File: src/hw/rtl/assert_macros.svh
// Assertion helpers shared by the parse engine modules.
// Each use expands to one labelled concurrent assertion on aclk, off while aresetn is low.
`ifndef ASSERT_MACROS_SVH
`define ASSERT_MACROS_SVH

// Same-cycle implication.
`define LRPE_ASSERT_NOW(lbl, ante, cons, msg) \
    lbl: assert property (@(posedge aclk) disable iff (!aresetn) (ante) |-> (cons)) \
        else $error(msg);

// Next-cycle implication.
`define LRPE_ASSERT_NEXT(lbl, ante, cons, msg) \
    lbl: assert property (@(posedge aclk) disable iff (!aresetn) (ante) |=> (cons)) \
        else $error(msg);

`endif

File: src/hw/rtl/lrpe_pkg.sv
package lrpe_pkg;

    // Default sizes
    localparam int STACK_SLOTS_DEF    = 256;
    localparam int STATE_COUNT_DEF    = 1024;
    localparam int ACTION_ENTRIES_DEF = 4096;
    localparam int GOTO_ENTRIES_DEF   = 4096;
    localparam int RULE_COUNT_DEF     = 1024;
    localparam int RECOVER_SLOTS_DEF  = 8;

    // Input opcodes
    localparam logic [2:0] OP_STATE   = 3'd0;
    localparam logic [2:0] OP_ACTION  = 3'd1;
    localparam logic [2:0] OP_GOTO    = 3'd2;
    localparam logic [2:0] OP_RULE    = 3'd3;
    localparam logic [2:0] OP_RECOVER = 3'd4;
    localparam logic [2:0] OP_START   = 3'd5;
    localparam logic [2:0] OP_TOKEN   = 3'd6;
    localparam logic [2:0] OP_NONE    = 3'd7;

    // Result events
    localparam logic [2:0] EV_SHIFT   = 3'd0;
    localparam logic [2:0] EV_REDUCE  = 3'd1;
    localparam logic [2:0] EV_ACCEPT  = 3'd2;
    localparam logic [2:0] EV_ERROR   = 3'd3;
    localparam logic [2:0] EV_DROP    = 3'd4;
    localparam logic [2:0] EV_ABORT   = 3'd5;
    localparam logic [2:0] EV_LOADED  = 3'd6;
    localparam logic [2:0] EV_RSHIFT  = 3'd7;

    // Parse status
    localparam logic [1:0] PS_IDLE     = 2'd0;
    localparam logic [1:0] PS_RUN      = 2'd1;
    localparam logic [1:0] PS_ACCEPTED = 2'd2;
    localparam logic [1:0] PS_ABORTED  = 2'd3;

    // Result value source
    localparam logic [1:0] VS_ZERO = 2'd0;
    localparam logic [1:0] VS_CS   = 2'd1;
    localparam logic [1:0] VS_RULE = 2'd2;
    localparam logic [1:0] VS_TOK  = 2'd3;

    // Configuration register indexes
    localparam logic CFG_RECOVER_USED = 1'b0;
    localparam logic CFG_CONTINUE     = 1'b1;

    localparam logic [31:0] ACCEPT_CODE   = 32'h7FFF_FFFF;
    localparam logic [10:0] GOTO_SENTINEL = 11'h7FF;
    localparam logic [1:0]  RESTART_COUNT = 2'd3;
    localparam logic [6:0]  EVENT_BUDGET  = 7'd62;
    localparam int          APOS_W        = 13;

    typedef struct packed {
        logic [31:0] dflt;
        logic [7:0]  count;
        logic [11:0] first;
    } st_entry_t;

    typedef struct packed {
        logic [31:0] val;
        logic [9:0]  sym;
    } act_entry_t;

    typedef struct packed {
        logic [9:0]  dest;
        logic [10:0] origin;
    } goto_entry_t;

    typedef struct packed {
        logic [7:0]  len;
        logic [11:0] first;
    } rule_entry_t;

    typedef struct packed {
        logic       take_item;
        logic       load_write;
        logic       start_init;
        logic       set_status;
        logic [1:0] status_code;
        logic       lk_sym_tok;
        logic       lk_sym_rec;
        logic       st_rd;
        logic       lk_load;
        logic       lk_zero;
        logic       act_rd;
        logic       lk_hit;
        logic       act_adv;
        logic       push;
        logic       push_goto;
        logic       cd_dec;
        logic       cd_set3;
        logic       err_inc;
        logic       rule_latch;
        logic       rule_rd;
        logic       red_pop;
        logic       stk_rd;
        logic       stk_rd_prev;
        logic       goto_rd;
        logic       gpos_inc;
        logic       pop_take;
        logic       ri_clear;
        logic       ri_inc;
        logic       rec_rd;
        logic       n_clear;
        logic       emit;
        logic [2:0] ev;
        logic [1:0] vsel;
    } lrpe_cmd_t;

    typedef struct packed {
        logic [2:0] op;
        logic       running;
        logic       st_oob;
        logic       act_done;
        logic       act_match;
        logic       val_accept;
        logic       val_pos;
        logic       val_neg;
        logic       stack_full;
        logic       sp_zero;
        logic       rule_bad;
        logic       len_bad;
        logic       goto_oob;
        logic       goto_hit;
        logic       cd_is3;
        logic       cd_is0;
        logic       tok_zero;
        logic       cont;
        logic       ri_done;
        logic       budget_out;
        logic       out_free;
    } lrpe_stat_t;

    // Events that close the item's result run
    function automatic logic ev_is_last(input logic [2:0] ev);
        case (ev) inside
            EV_SHIFT, EV_ACCEPT, EV_DROP, EV_ABORT, EV_LOADED: return 1'b1;
            default: return 1'b0;
        endcase
    endfunction

endpackage

File: src/hw/rtl/lrpe_ctrl.sv
`include "assert_macros.svh"

module lrpe_ctrl
    import lrpe_pkg::*;
(
    input  logic       aclk,
    input  logic       aresetn,
    input  logic       s_tvalid,
    output logic       s_tready,
    input  lrpe_stat_t stat,
    output lrpe_cmd_t  cmd
);

    localparam logic [4:0] S_IDLE     = 5'd0;
    localparam logic [4:0] S_DECODE   = 5'd1;
    localparam logic [4:0] S_EMIT     = 5'd2;
    localparam logic [4:0] S_TOP      = 5'd3;
    localparam logic [4:0] S_LK_ST    = 5'd4;
    localparam logic [4:0] S_LK_WAIT  = 5'd5;
    localparam logic [4:0] S_LK_ACT   = 5'd6;
    localparam logic [4:0] S_LK_CMP   = 5'd7;
    localparam logic [4:0] S_DISP     = 5'd8;
    localparam logic [4:0] S_RED      = 5'd9;
    localparam logic [4:0] S_RED_WAIT = 5'd10;
    localparam logic [4:0] S_RED_STK  = 5'd11;
    localparam logic [4:0] S_GT       = 5'd12;
    localparam logic [4:0] S_GT_CMP   = 5'd13;
    localparam logic [4:0] S_REC      = 5'd14;
    localparam logic [4:0] S_ABORT    = 5'd15;
    localparam logic [4:0] S_REC_INIT = 5'd16;
    localparam logic [4:0] S_REC_TRY  = 5'd17;
    localparam logic [4:0] S_REC_SYM  = 5'd18;
    localparam logic [4:0] S_REC_POP  = 5'd19;
    localparam logic [4:0] S_REC_RES  = 5'd20;

    logic [4:0] state_reg, state_next;
    logic [4:0] ret_reg, ret_next;
    logic       ctx_reg, ctx_next;     // 1: lookup belongs to recovery
    logic [2:0] ev_reg, ev_next;
    logic [1:0] vsel_reg, vsel_next;

    assign s_tready = (state_reg == S_IDLE);

    always_ff @(posedge aclk) begin
        if (!aresetn) begin
            state_reg <= S_IDLE;
            ret_reg   <= S_IDLE;
            ctx_reg   <= 1'b0;
        end else begin
            state_reg <= state_next;
            ret_reg   <= ret_next;
            ctx_reg   <= ctx_next;
        end
        ev_reg   <= ev_next;
        vsel_reg <= vsel_next;
    end

    always_comb begin
        cmd        = '0;
        state_next = state_reg;
        ret_next   = ret_reg;
        ctx_next   = ctx_reg;
        ev_next    = ev_reg;
        vsel_next  = vsel_reg;
        unique case (state_reg)
            S_IDLE: begin
                if (s_tvalid) begin
                    cmd.take_item = 1'b1;
                    state_next    = S_DECODE;
                end
            end
            S_DECODE: begin
                unique case (stat.op) inside
                    OP_STATE, OP_ACTION, OP_GOTO, OP_RULE, OP_RECOVER: begin
                        cmd.load_write = 1'b1;
                        ev_next    = EV_LOADED;
                        vsel_next  = VS_ZERO;
                        ret_next   = S_IDLE;
                        state_next = S_EMIT;
                    end
                    OP_START: begin
                        cmd.start_init = 1'b1;
                        ev_next    = EV_LOADED;
                        vsel_next  = VS_ZERO;
                        ret_next   = S_IDLE;
                        state_next = S_EMIT;
                    end
                    OP_TOKEN: begin
                        cmd.n_clear = 1'b1;
                        state_next  = stat.running ? S_TOP : S_IDLE;
                    end
                    default: state_next = S_IDLE;
                endcase
            end
            S_EMIT: begin
                if (stat.out_free) begin
                    cmd.emit   = 1'b1;
                    cmd.ev     = ev_reg;
                    cmd.vsel   = vsel_reg;
                    state_next = ret_reg;
                end
            end
            S_TOP: begin
                if (stat.budget_out) begin
                    state_next = S_ABORT;
                end else begin
                    cmd.lk_sym_tok = 1'b1;
                    ctx_next   = 1'b0;
                    state_next = S_LK_ST;
                end
            end
            S_LK_ST: begin
                cmd.st_rd  = 1'b1;
                state_next = S_LK_WAIT;
            end
            S_LK_WAIT: begin
                if (stat.st_oob) begin
                    cmd.lk_zero = 1'b1;
                    state_next  = S_DISP;
                end else begin
                    cmd.lk_load = 1'b1;
                    state_next  = S_LK_ACT;
                end
            end
            S_LK_ACT: begin
                if (stat.act_done) begin
                    state_next = S_DISP;
                end else begin
                    cmd.act_rd = 1'b1;
                    state_next = S_LK_CMP;
                end
            end
            S_LK_CMP: begin
                if (stat.act_match) begin
                    cmd.lk_hit = 1'b1;
                    state_next = S_DISP;
                end else begin
                    cmd.act_adv = 1'b1;
                    state_next  = S_LK_ACT;
                end
            end
            S_DISP: begin
                if (ctx_reg) begin
                    state_next = S_REC_RES;
                end else if (stat.val_accept) begin
                    cmd.set_status  = 1'b1;
                    cmd.status_code = PS_ACCEPTED;
                    ev_next    = EV_ACCEPT;
                    vsel_next  = VS_ZERO;
                    ret_next   = S_IDLE;
                    state_next = S_EMIT;
                end else if (stat.val_pos) begin
                    if (stat.stack_full) begin
                        state_next = S_ABORT;
                    end else begin
                        cmd.push   = 1'b1;
                        cmd.cd_dec = 1'b1;
                        ev_next    = EV_SHIFT;
                        vsel_next  = VS_CS;
                        ret_next   = S_IDLE;
                        state_next = S_EMIT;
                    end
                end else if (stat.val_neg) begin
                    cmd.rule_latch = 1'b1;
                    state_next     = S_RED;
                end else begin
                    state_next = S_REC;
                end
            end
            S_RED: begin
                if (stat.rule_bad) begin
                    state_next = S_ABORT;
                end else begin
                    cmd.rule_rd = 1'b1;
                    state_next  = S_RED_WAIT;
                end
            end
            S_RED_WAIT: begin
                if (stat.len_bad) begin
                    state_next = S_ABORT;
                end else begin
                    cmd.red_pop = 1'b1;
                    state_next  = S_RED_STK;
                end
            end
            S_RED_STK: begin
                cmd.stk_rd = 1'b1;
                state_next = S_GT;
            end
            S_GT: begin
                if (stat.goto_oob) begin
                    state_next = S_ABORT;
                end else begin
                    cmd.goto_rd = 1'b1;
                    state_next  = S_GT_CMP;
                end
            end
            S_GT_CMP: begin
                if (!stat.goto_hit) begin
                    cmd.gpos_inc = 1'b1;
                    state_next   = S_GT;
                end else if (stat.stack_full) begin
                    state_next = S_ABORT;
                end else begin
                    cmd.push      = 1'b1;
                    cmd.push_goto = 1'b1;
                    ev_next    = EV_REDUCE;
                    vsel_next  = VS_RULE;
                    ret_next   = S_TOP;
                    state_next = S_EMIT;
                end
            end
            S_REC: begin
                if (stat.cd_is3) begin
                    if (stat.tok_zero) begin
                        state_next = S_ABORT;
                    end else begin
                        ev_next    = EV_DROP;
                        vsel_next  = VS_TOK;
                        ret_next   = S_IDLE;
                        state_next = S_EMIT;
                    end
                end else if (stat.cd_is0) begin
                    cmd.err_inc = 1'b1;
                    ev_next    = EV_ERROR;
                    vsel_next  = VS_CS;
                    ret_next   = stat.cont ? S_REC_INIT : S_ABORT;
                    state_next = S_EMIT;
                end else begin
                    state_next = S_REC_INIT;
                end
            end
            S_ABORT: begin
                cmd.set_status  = 1'b1;
                cmd.status_code = PS_ABORTED;
                ev_next    = EV_ABORT;
                vsel_next  = VS_ZERO;
                ret_next   = S_IDLE;
                state_next = S_EMIT;
            end
            S_REC_INIT: begin
                cmd.cd_set3  = 1'b1;
                cmd.ri_clear = 1'b1;
                state_next   = S_REC_TRY;
            end
            S_REC_TRY: begin
                if (!stat.ri_done) begin
                    cmd.rec_rd = 1'b1;
                    state_next = S_REC_SYM;
                end else if (stat.sp_zero) begin
                    state_next = S_ABORT;
                end else begin
                    cmd.stk_rd      = 1'b1;
                    cmd.stk_rd_prev = 1'b1;
                    state_next      = S_REC_POP;
                end
            end
            S_REC_SYM: begin
                cmd.lk_sym_rec = 1'b1;
                ctx_next   = 1'b1;
                state_next = S_LK_ST;
            end
            S_REC_POP: begin
                cmd.pop_take = 1'b1;
                cmd.ri_clear = 1'b1;
                state_next   = S_REC_TRY;
            end
            S_REC_RES: begin
                if (!stat.val_pos) begin
                    cmd.ri_inc = 1'b1;
                    state_next = S_REC_TRY;
                end else if (stat.stack_full) begin
                    state_next = S_ABORT;
                end else begin
                    cmd.push   = 1'b1;
                    ev_next    = EV_RSHIFT;
                    vsel_next  = VS_CS;
                    ret_next   = S_TOP;
                    state_next = S_EMIT;
                end
            end
            default: state_next = S_IDLE;
        endcase
    end

    `LRPE_ASSERT_NEXT(a_last_to_idle,
        (state_reg == S_EMIT) && stat.out_free && ev_is_last(ev_reg),
        state_reg == S_IDLE, "closing result did not return to idle")
    `LRPE_ASSERT_NOW(a_take_only_idle, cmd.take_item, state_reg == S_IDLE,
        "item taken outside idle")

endmodule

File: config.mk
export PLATFORM = sky130hd
export DESIGN_NAME = lrpe_ctrl
export DESIGN_NICKNAME = d
export VERILOG_FILES = /design/src/hw/rtl/lrpe_pkg.sv /design/src/hw/rtl/lrpe_ctrl.sv
export VERILOG_INCLUDE_DIRS = /design/src /design/src/hw/rtl
export SDC_FILE = /design/constraint.sdc
export NUM_CORES = 1
export LEC_CHECK = 0
export ABC_CLOCK_PERIOD_IN_PS = 3300
export BUFFER_PORTS_ARGS = -buffer_cell sky130_fd_sc_hd__clkbuf_2
export CAP_MARGIN = 25
export CORE_ASPECT_RATIO = 0.9
export CORE_MARGIN = 8
export CORE_UTILIZATION = 45
export DETAILED_ROUTE_END_ITERATION = 6
export PLACE_DENSITY = 0.76
export SLEW_MARGIN = 20
export SYNTH_ARGS = -nofsm -noshare
export SYNTH_HDL_FRONTEND = slang
export SYNTH_SLANG_ARGS = --single-unit
File: constraint.sdc
create_clock -name aclk -period 3.3 [get_ports aclk]
set_clock_uncertainty 0.1 [all_clocks]
set_input_delay 0.825 -clock aclk [delete_from_list [all_inputs] [get_ports aclk]]
set_output_delay 0.825 -clock aclk [all_outputs]
set_load 0.005 [all_outputs]
==> flow_summary.toml, run 1 <==
[status]
status = "finished clean"

[logic_synthesis]
synth_nets = 250
ys_seq_area_share_pct = 20.75
yosysUniqueCellTypes = 57
netlist_top_cells_area = "dfxtp_1 11%, edfxtp_1 9.4%, nor3_1 6.6%"
synth_top_family_by_area = "simple AND/OR/NAND/NOR gates"
yosys.area.top_type = "dfxtp_1"
synth_fa_ha_area_share_pct = 0
synth-xor-area-share_pct = 0.5503
synth_area_um2 = 1592
synthMuxAreaShare_pct = 3.223
ys.flop_type = "dfxtp_1"
yosysMostFrequentCell = "nand2_1"
synth_area_per_cell_um2 = 7.105
synth_seq_cells = 14
syn_inst = 224
synth_compound_area_share_pct = 25.55
synth_edf_count = 5
postSynth.asyncResetShare_pct = 0
synth_common_cells = "25 x nand2_1, 21 x nor2_1, 21 x nor3_1"
yosys.area.top_type_share_pct = 11.32
synth-simple-area-share_pct = 42.37
yosysWarningCount = 0

[worst_setup_path]
arrival_ns = 2.10
end_kind = "output pin"
path_class = "flip-flop to output pin"
cp_cell_sequence = "and2b_1 -> nand3_1 -> nor4b_1 -> clkbuf_2"
r2r-start = "state_reg[1]"
slowest_stage = "and2b_1"
required_ns = 2.37
r2r-end = "ev_reg[0]"
startpoint_type = "flip-flop"
slowest_delay_ns = 0.54
rr_worst_depth = 4
path_max_fanout = 18
r2r_setup_slack_ns = 0.73

[grt]
grt_usage_pct = 20.45
grt_pass1_wl_mm = 9.618
grt_max_degree = 19
first_global_vias = 1955
antenna_found_initial = 0
grt_overflow = 0

[power_and_ir_drop]
pwr-share-seq_pct = 36.8
switching_share_pct = 34.03
p_per_area_nw_per_um2 = 266.7
power.internal_w = 0.0003509
switchingPower_w = 0.0001811
p_clk_share_pct = 34.2
p_comb_share_pct = 28.9
p_leak_nw = 0.8315
ir_drop_uv = 139.6

[die]
num_io_pins = 64
dieArea_um2 = 5698
start_util_pct = 47.11
die_x_um = 78.69
dieHeight_um = 72.42
rows = 20
core_um2 = 3378

[timing]
min_period_over_period_pct = 91.53
period_minus_slack_ns = 3.020
fmax_ghz = 0.3311
grt_setup_unrepaired = "false"
setup_viol = 0
max_slew_margin_pct = 62.30
hold_viol = 0
tightestPinTransition_ns = 0.5647
final.setup.tns_ns = 0
slew_violations = 0
setup_slack_ns = 0.2796

[cts]
cts_resized = 0
post_cts_buffers = 0
insertion_delay_ns = 0.25
clkSinkCount = 14
cts_inserted_buffers = 3
cts-hold-fix-buffers = 0
cts_tree = "yes"
cts-root-buf = "clkbuf_8"
htreeDepth = 1
clk_path_buf_depth = 2
path_clk_slew_ns = 0.07

[cells_and_area]
syn_to_final_growth_pct = 25.31
n_antenna_cell = 0
multi_input_area_um2 = 1141
final_util_pct = 59.04
drive_above_1_share_pct = 29.58
num-nets-final = 311
fill_cells = 340
sequential_cell_area_um2 = 330.3
largest_reg_flops = 5

[route]
drcViolationCount = 0
drt_iter0_markers = 254
vias = 2002
first_pass_iters = 5
wire_per_inst_um = 18.12
wl_mm = 5.943
vias_per_cell = 6.104
postRouteAntennaNets = 0

[place]
place_ws_ns = 0.6340
place_congestion = 1.028
io_buffers = 63
dp_hpwl_mm = 4.702

[hold_path]
holdPathStages = 2
hold_path.class = "flip-flop to flip-flop"
hp-start = "ret_reg[4]"
min_to = "ret_reg[4]"

[job]
cap_violations = 0
per-layer routing:
layer / up-vias / track usage, % / share of wire [%]
li1: 947 / - / -
met1: 916 / 26.22 / 42
met2: 121 / 31.43 / 45
met3: 18 / 7.037 / 11
met4: 0 / 5.955 / 2.5
met5: - / 0 / 0
layout make-up:
| class | count | area share, % |
|---|---|---|
| multi-input combinational | 187 | 57.21 |
| clock buffer | 4 | 2.760 |
| sequential | 14 | 16.56 |
| timing repair buffer | 73 | 19.57 |
| inverter | 6 | 1.129 |
| tap | 44 | 2.760 |
placed cells by master, fill, tap and decap left out, types with 6 or more instances in the layout:
cell type / count
o21ai_0: 14
and2_1: 6
inv_1: 6
nor2_1: 21
a21oi_1: 9
buf_4: 10
nand2b_1: 10
nor2b_1: 9
nor3_1: 21
clkbuf_2: 63
nand2_1: 25
dfxtp_1: 9
power groups by stage:
stage / sequential, W / combinational [W] / clock, W
2_1_floorplan: 0.000193 / 0.0000996 / 0
3_3_place_gp: 0.000199 / 0.000150 / 0
3_5_place_dp: 0.000199 / 0.000150 / 0
4_1_cts: 0.000195 / 0.000151 / 0.000177
5_1_grt: 0.000197 / 0.000167 / 0.000184
6_report: 0.000196 / 0.000154 / 0.000182
worst max-delay path by stage:
stage	startpoint	end	slack (ns)	depth (start not counted)
after floorplan	stat[15]	cmd[22]	0.96	5
after global placement	stat[15]	cmd[22]	0.64	7
after detailed placement	stat[15]	cmd[22]	0.63	7
after CTS	state_reg[1]	cmd[6]	0.35	4
after global routing	state_reg[1]	cmd[22]	0.22	5
final	state_reg[1]	cmd[6]	0.28	4
kinds of logic (layout without fill, tap and decap cells):
kind of cell    count (synthesis)  count (layout)
flops                          14              14
compound gates                 58              58
mux                             5               5
xor+xnor                        1               1
simple gates                  123             123
buf+inv                        23              83
critical path: cells and delay by family, from the launching register on:
| kind | cells | cell delay, ns |
|---|---|---|
| buffers and inverters | 1 | 0.19 |
| AND/OR/NAND/NOR | 3 | 1.14 |
| flip-flops | 1 | 0.49 |
metrics by stage:
step	instance area [um2]	cells	hold slack, ns	total power [W]
floorplan	1592	224	0.3298	0.0002922
global placement	1939	324	0.3510	0.0003490
detailed placement	1939	324	0.3539	0.0003494
CTS	1994	328	0.3675	0.0005237
global route	1994	328	0.3863	0.0005473
finish	1994	328	0.3694	0.0005320
No activity file was read; power rests on OpenSTA's default activity.
==> inputs of run 2 (changes only) <==
- ABC_AREA: not set -> 1
- PLACE_DENSITY: 0.76 -> 0.77
- SETUP_SLACK_MARGIN: not set -> 0.1
==> run 2 against run 1 <==
Via count grew 0.60%. First-iteration DRC count shrank 16%. Synthesized area shrank 4.1%. Combinational power grew 77%. Synthesized cell count grew 21%. Cell count grew 15%. Setup slack gained 0.19 ns. Clock-buffer cell count shrank 1. Sequential power grew 13%. Core utilization shrank 1.1 points. Global-route usage shrank 1.2 points. Critical endpoint is now cmd[22]. Largest power group is now combinational cells.
==> flow_summary.toml, run 2 <==
[logic_synthesis]
synth-simple-area-share_pct = 55.41
yosysWarningCount = 0
synth-xor-area-share_pct = 0
yosysUniqueCellTypes = 25
ys.flop_type = "dfxtp_1"
synth_compound_area_share_pct = 8.852
synth_nets = 297
postSynth.asyncResetShare_pct = 0
synth_fa_ha_area_share_pct = 0
yosysMostFrequentCell = "nor2_1"
netlist_top_cells_area = "nor2_1 14%, nand2_1 14%, dfxtp_1 12%"
ys_seq_area_share_pct = 21.64
synth_common_cells = "56 x nor2_1, 55 x nand2_1, 44 x inv_1"
synth_seq_cells = 14
yosys.area.top_type_share_pct = 13.77
synth_top_family_by_area = "simple AND/OR/NAND/NOR gates"
syn_inst = 271
synth_area_per_cell_um2 = 5.633
synth_area_um2 = 1526
synth_edf_count = 5
synthMuxAreaShare_pct = 0
yosys.area.top_type = "nor2_1"

[worst_setup_path]
slowest_stage = "dfxtp_1"
end_kind = "output pin"
required_ns = 2.37
cp_cell_sequence = "inv_2 -> nand3_4 -> nor2_2 -> inv_1 -> nor3_1 -> a21oi_1 -> o21ai_0 -> clkbuf_2"
rr_worst_depth = 8
r2r-start = "state_reg[1]"
crit_start = "state_reg[4]"
startpoint_type = "flip-flop"
slowest_delay_ns = 0.34
worstSetupEndpoint = "cmd[22]"
r2r_setup_slack_ns = 1.25
path_class = "flip-flop to output pin"
arrival_ns = 1.90
path_max_fanout = 16
r2r-end = "state_reg[0]"

[cells_and_area]
fin_area_um2 = 1914
layout_commonest_cell = "clkbuf_2"
drive_above_1_share_pct = 26.65
final_cell_mix = "63 x clkbuf_2, 56 x nor2_1, 55 x nand2_1"
finalNonFillerCells = 378
num-nets-final = 361
syn_to_final_growth_pct = 25.41
largest_reg_flops = 5
n_antenna_cell = 0

[cts]
htreeDepth = 1
cts_resized = 0
cts_inserted_buffers = 3
clkSinkCount = 14
insertion_delay_ns = 0.26
post_cts_buffers = 0
cts-root-buf = "clkbuf_8"
cts-hold-fix-buffers = 0
clk_path_buf_depth = 2
cts_tree = "yes"
path_clk_slew_ns = 0.06

[timing]
max_slew_margin_pct = 67.96
whs_ns = 0.4483
min_period_over_period_pct = 85.62
grt_setup_unrepaired = "false"
fmax_ghz = 0.3539
setup_viol = 0
final.setup.tns_ns = 0
tightestPinTransition_ns = 0.4793
slew_violations = 0
period_minus_slack_ns = 2.826
hold_viol = 0

[die]
dieHeight_um = 71.26
core_um2 = 3303
die_x_um = 77.39
dieArea_um2 = 5514
num_io_pins = 64
start_util_pct = 46.21
rows = 20

[power_and_ir_drop]
power_w = 0.0006495
p_comb_share_pct = 41.8
ir_drop_uv = 161.0
p_leak_nw = 1.114
pwr-share-seq_pct = 34.3
p_per_area_nw_per_um2 = 339.3
power.internal_w = 0.0003777
switching_share_pct = 41.84
switchingPower_w = 0.0002718
p_clk_share_pct = 23.9

[place]
place_inst = 374
io_buffers = 63
place_congestion = 1.006
dp_hpwl_mm = 4.402
place_area_um2 = 1869

[grt]
grt_usage_pct = 19.29
antenna_found_initial = 0
grt_max_degree = 17
grt_overflow = 0
first_global_vias = 1943
grt_pass1_wl_mm = 8.832

[route]
postRouteAntennaNets = 0
vias = 2014
wire_per_inst_um = 13.95
wl_mm = 5.273
vias_per_cell = 5.328
drt_iter0_markers = 214
first_pass_iters = 7
drcViolationCount = 0

[job]
cap_violations = 0

[status]
status = "finished clean"

[hold_path]
hold_path.class = "flip-flop to flip-flop"
run 2: cell count changes in the layout (fill, tap and decap cells not counted), sizes merged, moves of 10 or more:
| cell | delta |
|---|---|
| nand3 | +29 |
| nor3 | -14 |
| inv | +44 |
| nand2b | -10 |
| nor2 | +44 |
| buf | -10 |
| nand2 | +32 |
run 2: layer usage:
metal / track usage, % / up-vias / share of wire (%)
met3: 8.125 / 16 / 13
met5: 0 / - / 0
met4: 10.04 / 0 / 2.9
met2: 28.41 / 129 / 43
li1: - / 989 / -
met1: 23.34 / 880 / 42
run 2: worst min-delay path by stage:
stage | from | to | slack [ns] | cells past startpoint
after floorplan | ctx_reg | ctx_reg | 0.39 | 2
after global placement | ret_reg[1] | ret_reg[1] | 0.42 | 4
after detailed placement | ret_reg[1] | ret_reg[1] | 0.44 | 4
after CTS | ret_reg[1] | ret_reg[1] | 0.45 | 4
after global routing | ret_reg[4] | ret_reg[4] | 0.48 | 4
final | ret_reg[1] | ret_reg[1] | 0.45 | 4
run 2: power groups by stage:
stage | logic, W | clock network (W) | registers [W]
floorplan | 0.000184 | 0 | 0.000223
finish | 0.000272 | 0.000155 | 0.000222
global placement | 0.000264 | 0 | 0.000225
CTS | 0.000268 | 0.000155 | 0.000222
detailed placement | 0.000267 | 0 | 0.000226
global route | 0.000308 | 0.000160 | 0.000226
run 2: area by class of cell:
type	instances	area, um2
Fill cell	362	1389
Multi-Input combinational cell	203	980.9
Sequential cell	14	330.3
Timing Repair Buffer	63	315.3
Inverter	50	187.7
Tap cell	44	55.05
Clock buffer	3	41.29
Clock inverter	1	3.754
run 2: worst max-delay path: cells and delay by family, from the launching register on:
family | cells | cell delay (ns)
DFF | 1 | 0.34
AOI/OAI and AO/OA | 2 | 0.16
buffers and inverters | 3 | 0.51
and+or+nand+nor | 3 | 0.63
run 2: cells by family after synthesis:
kind of cell | after synthesis
buf+inv | 54
compound gates | 26
flops | 14
simple gates | 177
run 2: metrics by stage:
stage | util (%) | setup slack [ns]
6_report | 57.95 | 0.4744
3_5_place_dp | 56.59 | 0.7264
2_1_floorplan | - | 1.037
3_3_place_gp | 56.59 | 0.7845
5_1_grt | 57.95 | 0.3057
4_1_cts | 57.95 | 0.4962
==> inputs of run 3 (changes only) <==
- MAX_ROUTING_LAYER: not set -> met4
==> run 3 against run 2 <==
Power about the same. Register-to-register slack worse by 0.07 ns. Die area unchanged. Worst hold slack improved by 0.016 ns.
==> flow_summary.toml, run 3 (synthesized netlist as in run 2, its figures left out) <==
[die]
dieArea_um2 = 5514
start_util_pct = 46.21
num_io_pins = 64
die_x_um = 77.39
dieHeight_um = 71.26
core_um2 = 3303
rows = 20

[route]
wl_mm = 5.264
vias = 2003
wire_per_inst_um = 13.93
first_pass_iters = 5
postRouteAntennaNets = 0
vias_per_cell = 5.299
drt_iter0_markers = 175
drcViolationCount = 0

[timing]
whs_ns = 0.4642
max_slew_margin_pct = 68.48
setup_viol = 0
period_minus_slack_ns = 2.783
slew_violations = 0
hold_viol = 0
grt_setup_unrepaired = "false"
fmax_ghz = 0.3593
min_period_over_period_pct = 84.34
setup_slack_ns = 0.5169
tightestPinTransition_ns = 0.4714
final.setup.tns_ns = 0

[worst_setup_path]
path_max_fanout = 16
path_class = "flip-flop to output pin"
arrival_ns = 1.86
slowest_delay_ns = 0.34
required_ns = 2.37
startpoint_type = "flip-flop"
end_kind = "output pin"
slowest_stage = "dfxtp_1"
cp_cell_sequence = "inv_2 -> nand3_4 -> nor2_2 -> inv_1 -> nor3_1 -> a21oi_1 -> o21ai_0 -> clkbuf_2"

[power_and_ir_drop]
p_per_area_nw_per_um2 = 339.1
ir_drop_uv = 229.3
p_leak_nw = 1.114

[cts]
insertion_delay_ns = 0.25
clk_path_buf_depth = 2
cts-root-buf = "clkbuf_8"
path_clk_slew_ns = 0.06
cts_resized = 0
cts-hold-fix-buffers = 0
clkSinkCount = 14
cts_inserted_buffers = 3
cts_tree = "yes"
htreeDepth = 1
post_cts_buffers = 0

[job]
cap_violations = 0

[place]
place_area_um2 = 1869
place_inst = 374
io_buffers = 63
dp_hpwl_mm = 4.428
place_ws_ns = 0.6930
place_congestion = 1.024

[cells_and_area]
fin_area_um2 = 1914
layout_commonest_cell = "clkbuf_2"
num-nets-final = 361
largest_reg_flops = 5
drive_above_1_share_pct = 26.65
n_antenna_cell = 0
syn_to_final_growth_pct = 25.41
fill_cells = 342
finalNonFillerCells = 378
final_cell_mix = "63 x clkbuf_2, 56 x nor2_1, 55 x nand2_1"

[grt]
grt_pass1_wl_mm = 8.707
grt_overflow = 0
antenna_found_initial = 0
grt_max_degree = 17
first_global_vias = 1811
grt_usage_pct = 19.55

[hold_path]
hold_path.class = "flip-flop to flip-flop"

[status]
status = "finished clean"
==> run 3: cell counts in the layout (fill, tap and decap cells not counted) <==
No cell type changed its count.
==> run 3: critical path: cells and delay by family (launching register included) <==
kind | cells | cell delay [ns]
and+or+nand+nor | 3 | 0.60
buffers and inverters | 3 | 0.50
AOI/OAI and AO/OA | 2 | 0.17
DFF | 1 | 0.34
==> run 3: area by class of cell <==
class	count	area [um2]	area share [%]
timing repair buffer	63	315.3	16.47
multi-input combinational	203	980.9	51.24
clock buffer	3	41.29	2.157
tap	44	55.05	2.876
clock inverter	1	3.754	0.1961
sequential	14	330.3	17.25
inverter	50	187.7	9.804
==> run 3: stage by stage <==
| step | util, % | power, W |
|---|---|---|
| 3_5_place_dp | 56.59 | 0.0004991 |
| 6_report | 57.95 | 0.0006491 |
| 5_1_grt | 57.95 | 0.0006931 |
| 3_3_place_gp | 56.59 | 0.0004992 |
| 4_1_cts | 57.95 | 0.0006451 |
| 2_1_floorplan | - | 0.0004076 |
==> run 3: path summary, 6_finish.rpt <==
path,start,to,slack [ns],cells after the start
setup / recovery,state_reg[4],cmd[22],0.52,8
hold / removal,ret_reg[1],ret_reg[1],0.46,4
setup reg to reg,state_reg[1],state_reg[0],1.18,8
hold reg to reg,ret_reg[1],ret_reg[1],0.46,4
==> run 3: power breakdown <==
part	switching [W]	internal, W	total [W]
Clock	0.0000651	0.0000824	0.000148
Combinational	0.000191	0.0000882	0.000279
Sequential	0.0000154	0.000207	0.000222
Total	0.000272	0.000377	0.000649
==> run 3: metal layers <==
layer | up-vias | GRT usage (%) | wire, um
met4 | 0 | 7.113 | 106
met3 | 12 | 4.875 | 528
met1 | 877 | 26.08 | 2430
met2 | 122 | 27.76 | 2198
li1 | 992 | - | -
met5 | - | - | 0
